## config.mk

```make
export PLATFORM = sky130hd
export DESIGN_NAME = midpoint_line_rasterizer_core_flat
export DESIGN_NICKNAME = d
export VERILOG_FILES = /design/src/hdl/mlr_pkg.sv /design/src/hdl/mlr_if.sv /design/src/hdl/midpoint_line_rasterizer_core.sv /design/src/flat_wrapper.sv
export SDC_FILE = /design/constraint.sdc
export NUM_CORES = 1
export LEC_CHECK = 0
export ABC_AREA = 1
export ABC_CLOCK_PERIOD_IN_PS = 6650
export BUFFER_PORTS_ARGS = -buffer_cell sky130_fd_sc_hd__buf_2
export CAP_MARGIN = 20
export CORE_ASPECT_RATIO = 2
export CORE_MARGIN = 4
export CORE_UTILIZATION = 50
export CTS_BUF_LIST = sky130_fd_sc_hd__clkbuf_16
export DETAILED_ROUTE_END_ITERATION = 10
export GPL_TIMING_DRIVEN = 0
export PLACE_DENSITY = 0.72
export SYNTH_ARGS = -nofsm -noshare
export SYNTH_HDL_FRONTEND = slang
export SYNTH_SLANG_ARGS = --single-unit
export TNS_END_PERCENT = 10
```

## constraint.sdc

```tcl
create_clock -name clk -period 6.65 [get_ports clk]
set_input_delay 0.9975 -clock clk [delete_from_list [all_inputs] [get_ports clk]]
set_output_delay 0.9975 -clock clk [all_outputs]
set_load 0.01 [all_outputs]
```

## src/hdl/mlr_pkg.sv

```systemverilog
`default_nettype none

package mlr_pkg;

  // Item function codes.
  localparam logic FUNC_LOAD = 1'b0;
  localparam logic FUNC_STEP = 1'b1;

  // Extra bits that the signed decision term needs over a coordinate:
  // one for the sign and two for the doubled spans.
  localparam int unsigned DECISION_GUARD_BITS = 3;

endpackage

`default_nettype wire

```

## src/hdl/mlr_if.sv

```systemverilog
`default_nettype none

// Input channel: one load or step item.
interface mlr_in_if #(
  parameter int unsigned COORD_BITS  = 12,
  parameter int unsigned COLOUR_BITS = 32
);
  logic                   valid;
  logic                   ready;
  logic                   func;
  logic [COORD_BITS-1:0]  x_start;
  logic [COORD_BITS-1:0]  y_start;
  logic [COORD_BITS-1:0]  x_end;
  logic [COORD_BITS-1:0]  y_end;
  logic [COLOUR_BITS-1:0] colour_in;

  modport source (
    output valid, func, x_start, y_start, x_end, y_end, colour_in,
    input  ready
  );
  modport sink (
    input  valid, func, x_start, y_start, x_end, y_end, colour_in,
    output ready
  );
endinterface

// Result channel: one pixel item.
interface mlr_out_if #(
  parameter int unsigned COORD_BITS  = 12,
  parameter int unsigned COLOUR_BITS = 32
);
  logic                   valid;
  logic                   ready;
  logic [COORD_BITS-1:0]  pixel_x;
  logic [COORD_BITS-1:0]  pixel_y;
  logic [COLOUR_BITS-1:0] pixel_colour;
  logic                   last_pixel;

  modport source (
    output valid, pixel_x, pixel_y, pixel_colour, last_pixel,
    input  ready
  );
  modport sink (
    input  valid, pixel_x, pixel_y, pixel_colour, last_pixel,
    output ready
  );
endinterface

`default_nettype wire

```

## src/hdl/midpoint_line_rasterizer_core.sv

```systemverilog
// A step item passes from the input register through the decision update into
// the result register, where its pixel is shown until the output takes it.
// Throughput: one item per cycle, load or step, while the result channel is not
// stalled; the decision update between the two registers is combinational.
// Reset: rst_n is synchronous and active low; it empties both registers and
// leaves the rasterizer idle, so a step before the first load gives no pixel.
`default_nettype none

module midpoint_line_rasterizer_core #(
  parameter int unsigned COORD_BITS  = 12,
  parameter int unsigned COLOUR_BITS = 32
) (
  input  wire logic  clk,
  input  wire logic  rst_n,
  mlr_in_if.sink     in_chan,
  mlr_out_if.source  out_chan
);

  localparam int unsigned DW = COORD_BITS + mlr_pkg::DECISION_GUARD_BITS;

  // ------------------------------------------------------------------------
  // Input register. An item waits here until the result register can take
  // whatever it produces, and then moves on.
  // ------------------------------------------------------------------------
  logic                   s1_valid_r;
  logic                   s1_func_r;
  logic [COORD_BITS-1:0]  s1_xs_r;
  logic [COORD_BITS-1:0]  s1_ys_r;
  logic [COORD_BITS-1:0]  s1_xe_r;
  logic [COORD_BITS-1:0]  s1_ye_r;
  logic [COLOUR_BITS-1:0] s1_colour_r;

  logic out_valid_r;
  logic out_free;
  logic advance;

  // The result register is free when empty or being drained this cycle.
  // Every item in the input register can move on then, including loads and
  // idle steps that give no pixel.
  assign out_free      = !out_valid_r || out_chan.ready;
  assign advance       = s1_valid_r && out_free;
  assign in_chan.ready = !s1_valid_r || out_free;

  always_ff @(posedge clk) begin
    if (!rst_n) begin
      s1_valid_r <= 1'b0;
    end else if (in_chan.ready) begin
      s1_valid_r <= in_chan.valid;
    end
  end

  always_ff @(posedge clk) begin
    if (in_chan.valid && in_chan.ready) begin
      s1_func_r   <= in_chan.func;
      s1_xs_r     <= in_chan.x_start;
      s1_ys_r     <= in_chan.y_start;
      s1_xe_r     <= in_chan.x_end;
      s1_ye_r     <= in_chan.y_end;
      s1_colour_r <= in_chan.colour_in;
    end
  end

  // ------------------------------------------------------------------------
  // Line state.
  // ------------------------------------------------------------------------
  logic                   busy_r;
  logic [COORD_BITS-1:0]  major_pos_r;
  logic [COORD_BITS-1:0]  major_end_r;
  logic [COORD_BITS-1:0]  minor_pos_r;
  logic [COORD_BITS-1:0]  minor_low_r;
  logic [COORD_BITS-1:0]  minor_high_r;
  logic [COORD_BITS-1:0]  major_span_r;
  logic [COORD_BITS-1:0]  minor_span_r;
  logic [DW-1:0]          decision_r;
  logic                   steep_r;
  logic                   mirror_r;
  logic [COLOUR_BITS-1:0] colour_r;

  // ------------------------------------------------------------------------
  // Load setup: order the endpoints so x rises, fold a falling line onto a
  // rising one, and pick the major axis.
  // ------------------------------------------------------------------------
  logic                  swap_ends;
  logic [COORD_BITS-1:0] xa, xb, ya0, yb0, ya, yb;
  logic                  ld_mirror;
  logic [COORD_BITS-1:0] ld_dx, ld_dy;
  logic                  ld_steep;
  logic [COORD_BITS-1:0] ld_major_pos, ld_major_end;
  logic [COORD_BITS-1:0] ld_minor_low, ld_minor_high;
  logic [COORD_BITS-1:0] ld_major_span, ld_minor_span;
  logic [DW-1:0]         ld_decision;

  always_comb begin
    swap_ends = s1_xe_r < s1_xs_r;
    xa  = swap_ends ? s1_xe_r : s1_xs_r;
    xb  = swap_ends ? s1_xs_r : s1_xe_r;
    ya0 = swap_ends ? s1_ye_r : s1_ys_r;
    yb0 = swap_ends ? s1_ys_r : s1_ye_r;

    ld_mirror = yb0 < ya0;
    ya = ld_mirror ? yb0 : ya0;
    yb = ld_mirror ? ya0 : yb0;

    ld_dx    = xb - xa;
    ld_dy    = yb - ya;
    // A slope of exactly one stays on the x axis.
    ld_steep = ld_dy > ld_dx;

    if (ld_steep) begin
      ld_major_pos  = ya;
      ld_major_end  = yb;
      ld_minor_low  = xa;
      ld_minor_high = xb;
      ld_major_span = ld_dy;
      ld_minor_span = ld_dx;
    end else begin
      ld_major_pos  = xa;
      ld_major_end  = xb;
      ld_minor_low  = ya;
      ld_minor_high = yb;
      ld_major_span = ld_dx;
      ld_minor_span = ld_dy;
    end

    // Midpoint decision at twice its exact value, so the half-unit term
    // stays whole: major_span - 2 * minor_span.
    ld_decision = {3'b000, ld_major_span} - {2'b00, ld_minor_span, 1'b0};
  end

  // ------------------------------------------------------------------------
  // Step: emit the current pixel, then advance along the major axis. A
  // negative decision means the line passed the midpoint, so the minor
  // coordinate moves too; a decision of exactly zero holds it.
  // ------------------------------------------------------------------------
  logic [COORD_BITS-1:0] minor_out;
  logic [COORD_BITS-1:0] st_px, st_py;
  logic                  st_last;
  logic                  dec_neg;
  logic [DW-1:0]         dec_up, dec_down;
  logic                  do_load, do_step;

  always_comb begin
    minor_out = mirror_r ? (minor_low_r + minor_high_r - minor_pos_r) : minor_pos_r;
    st_px     = steep_r ? minor_out : major_pos_r;
    st_py     = steep_r ? major_pos_r : minor_out;
    st_last   = major_pos_r == major_end_r;
    dec_neg   = decision_r[DW-1];
    dec_up    = decision_r + ({2'b00, major_span_r, 1'b0} - {2'b00, minor_span_r, 1'b0});
    dec_down  = decision_r - {2'b00, minor_span_r, 1'b0};
  end

  assign do_load = advance && (s1_func_r == mlr_pkg::FUNC_LOAD);
  assign do_step = advance && (s1_func_r == mlr_pkg::FUNC_STEP) && busy_r;

  always_ff @(posedge clk) begin
    if (!rst_n) begin
      busy_r <= 1'b0;
    end else if (do_load) begin
      busy_r <= 1'b1;
    end else if (do_step && st_last) begin
      busy_r <= 1'b0;
    end
  end

  always_ff @(posedge clk) begin
    if (do_load) begin
      major_pos_r  <= ld_major_pos;
      major_end_r  <= ld_major_end;
      minor_pos_r  <= ld_minor_low;
      minor_low_r  <= ld_minor_low;
      minor_high_r <= ld_minor_high;
      major_span_r <= ld_major_span;
      minor_span_r <= ld_minor_span;
      decision_r   <= ld_decision;
      steep_r      <= ld_steep;
      mirror_r     <= ld_mirror;
      colour_r     <= s1_colour_r;
    end else if (do_step && !st_last) begin
      major_pos_r <= major_pos_r + 1'b1;
      if (dec_neg) begin
        minor_pos_r <= minor_pos_r + 1'b1;
        decision_r  <= dec_up;
      end else begin
        decision_r  <= dec_down;
      end
    end
  end

  // ------------------------------------------------------------------------
  // Result register.
  // ------------------------------------------------------------------------
  logic [COORD_BITS-1:0]  px_r;
  logic [COORD_BITS-1:0]  py_r;
  logic [COLOUR_BITS-1:0] pcol_r;
  logic                   plast_r;

  always_ff @(posedge clk) begin
    if (!rst_n) begin
      out_valid_r <= 1'b0;
    end else if (out_free) begin
      out_valid_r <= do_step;
    end
  end

  always_ff @(posedge clk) begin
    if (do_step) begin
      px_r    <= st_px;
      py_r    <= st_py;
      pcol_r  <= colour_r;
      plast_r <= st_last;
    end
  end

  assign out_chan.valid        = out_valid_r;
  assign out_chan.pixel_x      = px_r;
  assign out_chan.pixel_y      = py_r;
  assign out_chan.pixel_colour = pcol_r;
  assign out_chan.last_pixel   = plast_r;

endmodule

`default_nettype wire

```

## src/flat_wrapper.sv

```systemverilog
// flat-port wrapper written by rule: the top's interface ports become plain ports
module midpoint_line_rasterizer_core_flat 
#(
  parameter int unsigned COORD_BITS  = 12,
  parameter int unsigned COLOUR_BITS = 32
)
  (clk, rst_n, in_chan_valid, in_chan_func, in_chan_x_start, in_chan_y_start, in_chan_x_end, in_chan_y_end, in_chan_colour_in, in_chan_ready, out_chan_valid, out_chan_pixel_x, out_chan_pixel_y, out_chan_pixel_colour, out_chan_last_pixel, out_chan_ready);
  mlr_in_if #(.COORD_BITS(COORD_BITS), .COLOUR_BITS(COLOUR_BITS)) in_chan_i ();
  mlr_out_if #(.COORD_BITS(COORD_BITS), .COLOUR_BITS(COLOUR_BITS)) out_chan_i ();
  input  wire logic clk;
  input  wire logic rst_n;
  input wire logic [$bits(in_chan_i.valid)-1:0] in_chan_valid;
  input wire logic [$bits(in_chan_i.func)-1:0] in_chan_func;
  input wire logic [$bits(in_chan_i.x_start)-1:0] in_chan_x_start;
  input wire logic [$bits(in_chan_i.y_start)-1:0] in_chan_y_start;
  input wire logic [$bits(in_chan_i.x_end)-1:0] in_chan_x_end;
  input wire logic [$bits(in_chan_i.y_end)-1:0] in_chan_y_end;
  input wire logic [$bits(in_chan_i.colour_in)-1:0] in_chan_colour_in;
  output wire logic [$bits(in_chan_i.ready)-1:0] in_chan_ready;
  output wire logic [$bits(out_chan_i.valid)-1:0] out_chan_valid;
  output wire logic [$bits(out_chan_i.pixel_x)-1:0] out_chan_pixel_x;
  output wire logic [$bits(out_chan_i.pixel_y)-1:0] out_chan_pixel_y;
  output wire logic [$bits(out_chan_i.pixel_colour)-1:0] out_chan_pixel_colour;
  output wire logic [$bits(out_chan_i.last_pixel)-1:0] out_chan_last_pixel;
  input wire logic [$bits(out_chan_i.ready)-1:0] out_chan_ready;
  assign in_chan_i.valid = in_chan_valid;
  assign in_chan_i.func = in_chan_func;
  assign in_chan_i.x_start = in_chan_x_start;
  assign in_chan_i.y_start = in_chan_y_start;
  assign in_chan_i.x_end = in_chan_x_end;
  assign in_chan_i.y_end = in_chan_y_end;
  assign in_chan_i.colour_in = in_chan_colour_in;
  assign in_chan_ready = in_chan_i.ready;
  assign out_chan_valid = out_chan_i.valid;
  assign out_chan_pixel_x = out_chan_i.pixel_x;
  assign out_chan_pixel_y = out_chan_i.pixel_y;
  assign out_chan_pixel_colour = out_chan_i.pixel_colour;
  assign out_chan_last_pixel = out_chan_i.last_pixel;
  assign out_chan_i.ready = out_chan_ready;
  midpoint_line_rasterizer_core #(.COORD_BITS(COORD_BITS), .COLOUR_BITS(COLOUR_BITS)) u_core (.clk(clk), .rst_n(rst_n), .in_chan(in_chan_i), .out_chan(out_chan_i));
endmodule
```

# --- Word-level counts from Yosys, hierarchy flattened ---
# Index checks and enable logic that the tools add are counted.
classes:
  eq_ne: 1
  bitwise: 1
  n_mux: 25
  addsub: 10
  order_cmp: 3
  n_reduce_logical: 16
op_table:
  columns: ["op", "n"]
  rows:
  - ["$mux W12", 20]
  - ["$mux W15", 3]
  - ["$sub A12 B12 Y12", 3]
  - ["$add A12 B1 Y12 const B", 2]
  - ["$lt A12 B12 Y1", 2]
  - ["$add A15 B15 Y15", 1]
  - ["$sub A15 B13 Y15", 1]
  - ["$sub A12 B13 Y14", 1]
  - ["$sub A13 B13 Y14", 1]
  - ["$add A12 B12 Y12", 1]
  - ["$eq A12 B12 Y1", 1]
  - ["$gt A12 B12 Y1", 1]
  - ["$logic_and A1 B1 Y1", 7]
  - ["$reduce_bool A2 Y1", 3]
  - ["$logic_not A1 Y1", 3]
  - ["$logic_or A1 B1 Y1", 2]
  - ["$mux W1", 2]
  - ["$reduce_and A2 Y1", 1]
  - ["$not A1 Y1", 1]
totals:
  elab_cells: 80
  reg_bits: 274
  input_bits: 85
  output_inout_bits: 59

# --- Depth between registers and ports, before layout ---
depth:
  depth_word: 9
  mapped_depth: 58
  mapped_depth_nobuf: 54

# --- Least setup slack after synthesis ---
# No wires, ideal clock.
synth_path:
  path_kind: "reg-to-reg"
  start: "register u_core.s1_xe_r[11]"
  end: "register u_core.decision_r[7], data pin"
  n_path_buf: 5
  period_less_slack_ns: 6.471
  slack_ns: 0.179
  t_arrival_ns: 6.211
  stages_incl_launch_ff: 51
  path_cell_list: "edfxtp_1 ha_1 a21o_1 nor2_1 nand3_2 buf_6 o21ai_0 nand2_1 nand2_1 nand2_1 nand2_1 nand2_2 nand2_4 nand2_1 nand2_1 nand2_1 ha_1 inv_1 [15 not listed] nand2_1 buf_2 clkbuf_1 clkbuf_1 buf_1 nand2_1 o21ai_0 ha_1 inv_1 fa_1 nand2_1 inv_1 o21ai_0 nand2_1 nand2_1 nand3_1 a21oi_1 o21ai_1"
synth_between:
  elab_chain_len: 9
  elab_cells_between_ends: 15
synth_rtl:
  columns: ["item", "line", "source"]
  rows:
  - ["start: declaration", "midpoint_line_rasterizer_core.sv:29", "logic [COORD_BITS-1:0] s1_xe_r;"]
  - ["start signal: assignment", "midpoint_line_rasterizer_core.sv:57", "s1_xe_r <= in_chan.x_end;"]
  - ["$lt A12 B12 Y1", "midpoint_line_rasterizer_core.sv:94", "swap_ends = s1_xe_r < s1_xs_r;"]
  - ["$mux W12, on equally long branches", "midpoint_line_rasterizer_core.sv:98, midpoint_line_rasterizer_core.sv:97", null]
  - ["$lt A12 B12 Y1", "midpoint_line_rasterizer_core.sv:100", "ld_mirror = yb0 < ya0;"]
  - ["$mux W12, on equally long branches", "midpoint_line_rasterizer_core.sv:102, midpoint_line_rasterizer_core.sv:101", null]
  - ["$sub A12 B12 Y12", "midpoint_line_rasterizer_core.sv:105", "ld_dy = yb - ya;"]
  - ["$gt A12 B12 Y1", "midpoint_line_rasterizer_core.sv:107", "ld_steep = ld_dy > ld_dx;"]
  - ["$mux W12 *", "midpoint_line_rasterizer_core.sv:109", "if (ld_steep) begin"]
  - ["net u_core.ld_minor_span[0]", "midpoint_line_rasterizer_core.sv:90", "logic [COORD_BITS-1:0] ld_major_span, ld_minor_span;"]
  - ["$sub A12 B13 Y14 *", "midpoint_line_rasterizer_core.sv:127", "ld_decision = {3'b000, ld_major_span} - {2'b00, ld_minor_span, 1'b0};"]
  - ["$mux W15 *", "midpoint_line_rasterizer_core.sv:166", "if (do_load) begin"]
  - ["end signal: assignment", "midpoint_line_rasterizer_core.sv:174", "decision_r <= ld_decision;"]
  - ["end signal: assignment", "midpoint_line_rasterizer_core.sv:182", "decision_r <= dec_up;"]
  - ["end signal: assignment", "midpoint_line_rasterizer_core.sv:184", "decision_r <= dec_down;"]
  - ["end: declaration", "midpoint_line_rasterizer_core.sv:74", "logic [DW-1:0] decision_r;"]
# The timed path passes the listed nets; every way through them passes the cells marked *.
# A chain may end at the register's enable or synchronous reset.

# --- Worst setup path after layout ---
layout_path:
  start: "register u_core.s1_xe_r[5]"
  end: "register u_core.decision_r[7], data pin"
# The elaborated chain is that of the path after synthesis.

==> results.toml <==
[grt]
grt_pass1_wl_um = 67200
antenna_found_initial = 0
grt_overflow = 0
grt_pass1_vias = 13273
grt_max_degree = 72
grt_use_total = 0.246

[worst_setup_path]
cp_slowest_cell = "o21ai_0"
critPathRequiredTime_ps = 6940
crit_path_start = "u_core.s1_xe_r[5]$_DFFE_PP_"
reg2reg_from = "u_core.s1_xe_r[5]$_DFFE_PP_"
worstSetupStartpointType = "flop"
path_class = "flop to flop"
max_stage_delay_ps = 460
critPathArrivalTime_ps = 7030
path_max_fanout = 10
crit_path_end_kind = "flop"

[drt]
wl_per_cell_um = 17.6
dr.pass1.iters = 5
ant_nets = 0
drt-total-wl_um = 43200
vias_per_cell = 5.36
post-route-drc-count = 0
vias = 13194
drt_iter0_drc = 835

[synth]
synth.area.top_cells = "edfxtp_1 51%, nand2_1 10%, o21ai_0 5.7%"
netlist_area_sq_mm = 0.0158
ys_types = 51
ys_ff_latch = 273
netlist.area_leader.share = 0.512
syn-num-nets = 1921
async_flop_share = 0
syn_inst = 1750
yosysWarnings = 0
ys_seq_area_frac = 0.516
synthFlopType = "edfxtp_1"
synth.avg_cell_area_sq_um = 9.04
synth-edff-count = 270
synth_top_area_cell = "edfxtp_1"

[power_and_ir_drop]
combPwrFrac = 0.600
ir_drop_uv = 307
power_switching_share = 0.447
power.static_leakage_nw = 8.78
internal_power_w = 0.00528
p_total_w = 0.00954
seqPwrFrac = 0.240
power_density_mw_per_mm2 = 478
clockPowerShare = 0.160
switchingPower_w = 0.00427

[timing]
max_slew_margin = 0.445
hold_violations = 0
rsz0062_at_grt = "yes"
fmax_mhz = 148
finalCritPeriodShare = 1.01
skew_ps = 29.5
worst_slew_pin_slew_ps = 832
fin_ws_ps = -92.6
hold_slack_ps = 417
setup_viol = 6
slew_viol_final = 0
period_needed_ps = 6740

[outcome]
status = "complete, but fails checks"
violations = "setup timing"

[place]
gp_congestion = 1.00
io_buffers = 143
place_ws_ps = -2430
dp.final_hpwl_um = 32500

[layout]
fin_nets = 2196
area_delta_synth_final_pct = 26.1
fin_util = 0.642
final_common_cell = "nand2_1"
mostFrequentLayoutCells = "383 x nand2_1, 270 x edfxtp_1, 219 x inv_1"
drive_gt1_frac = 0.261
diodes = 0

[floorplan]
core_sq_mm = 0.0311
rows = 91
io_pins = 144
die_area_sq_mm = 0.0347
die_w_um = 134
fp.dieH_um = 260
start_util = 0.509

[clock_network]
cts_root_buffer = "clkbuf_16"
clk_pin_slew_ps = 70
cts_hold_buf = 0
clock_path_buffers = 3
clock_sinks = 273
htree_levels = 1
cts_tree = "built"
cts_made_buffers = 24
clk_latency_ps = 560

[min_path]
worstHoldStart = "u_core.colour_r[3]$_DFFE_PP_"
worstHoldPathType = "flop to flop"

[job]
maxCapViolations = 0
through the flow:
stage               cell area (sq um)  instances  setup TNS (ps)
finish                          20000       2461            -275
global placement                17100       2311          -45450
floorplan                       15800       1750               0
global route                    20000       2461           -2670
detailed placement              17200       2316          -51730
CTS                             19500       2443          -0.591
logic make-up after synthesis:
logic type | count (synthesis) | share of synthesized area
AND/OR/NAND/NOR | 719 | 0.193
AO/OA/AOI/OAI | 311 | 0.107
buffers and inverters | 297 | 0.0744
flip-flops | 273 | 0.516
adder cells (fa/ha/maj) | 86 | 0.0746
XOR/XNOR | 60 | 0.0332
multiplexers | 4 | 0.00253
registers in the layout (all words and copies together) (netlist names), 12 cells and up:
signal,cells
u_core.colour_r,32
u_core.decision_r,14
u_core.major_end_r,12
u_core.major_pos_r,12
u_core.major_span_r,12
u_core.minor_high_r,12
u_core.minor_low_r,12
u_core.minor_pos_r,12
u_core.minor_span_r,12
u_core.out_chan.pixel_colour,32
u_core.out_chan.pixel_x,12
u_core.out_chan.pixel_y,12
u_core.s1_colour_r,32
u_core.s1_xe_r,12
u_core.s1_xs_r,12
u_core.s1_ye_r,12
u_core.s1_ys_r,12
final timing paths:
| check | end | slack (ps) | cells after the start |
|---|---|---|---|
| min | u_core.out_chan.pixel_colour[3]$_DFFE_PP_ | 420 | 0 |
| max reg2reg | u_core.decision_r[7]$_DFFE_PP_ | -90 | 42 |
| max | u_core.decision_r[7]$_DFFE_PP_ | -90 | 42 |
| min reg2reg | u_core.out_chan.pixel_colour[3]$_DFFE_PP_ | 420 | 0 |
synth_stat cells (17+ instances only):
library cell and number:
nand2_2 20, edfxtp_1 270, xor2_1 46, inv_1 235, clkbuf_1 28, a21oi_1 78, nand3_1 98, o21ai_0 181
nand4_1 17, nand2_1 440, nor2_1 101, ha_1 72
worst max-delay path, delay by kind of cell, from the launching register on:
kind                     cells  cell delay, ps
XOR/XNOR                     1             150
buffers and inverters       12            1530
AO/OA/AOI/OAI               10            1780
AND/OR/NAND/NOR             15            1420
adder cells (fa/ha/maj)      4            1120
flip-flops                   1             450
power by group through the flow:
stage	combinational [W]	sequential, W	clock (W)
floorplan	0.00306	0.00230	0
global placement	0.00412	0.00232	0
detailed placement	0.00421	0.00233	0
CTS	0.00513	0.00229	0.00155
global route	0.00629	0.00230	0.00163
finish	0.00573	0.00229	0.00152
per-layer routing:
metal | GRT usage | routed length [um] | vias to the layer above
met3 | 0.0285 | 2100 | 179
met2 | 0.466 | 23000 | 501
li1 | - | - | 6416
met5 | 0 | 0 | -
met4 | 0.177 | 3650 | 0
met1 | 0.242 | 14500 | 6098
repair_timing:
| action | CTS | global route |
|---|---|---|
| setup buffers | 82 | 20 |
| gates cloned | 2 | 0 |
| setup endpoints to repair | 83 | 14 |
| gates resized for setup | 195 | 105 |
| pin swaps | 62 | 59 |
layout make-up:
class / instances / area (sq um)
multi-input combinational: 1180 / 7410
clock buffer: 24 / 601
buffer: 48 / 362
clock inverter: 20 / 288
inverter: 246 / 946
tap: 418 / 523
fill: 2428 / 11100
timing repair buffer: 252 / 1660
sequential: 273 / 8170
Power figures use the tool's default switching activity.
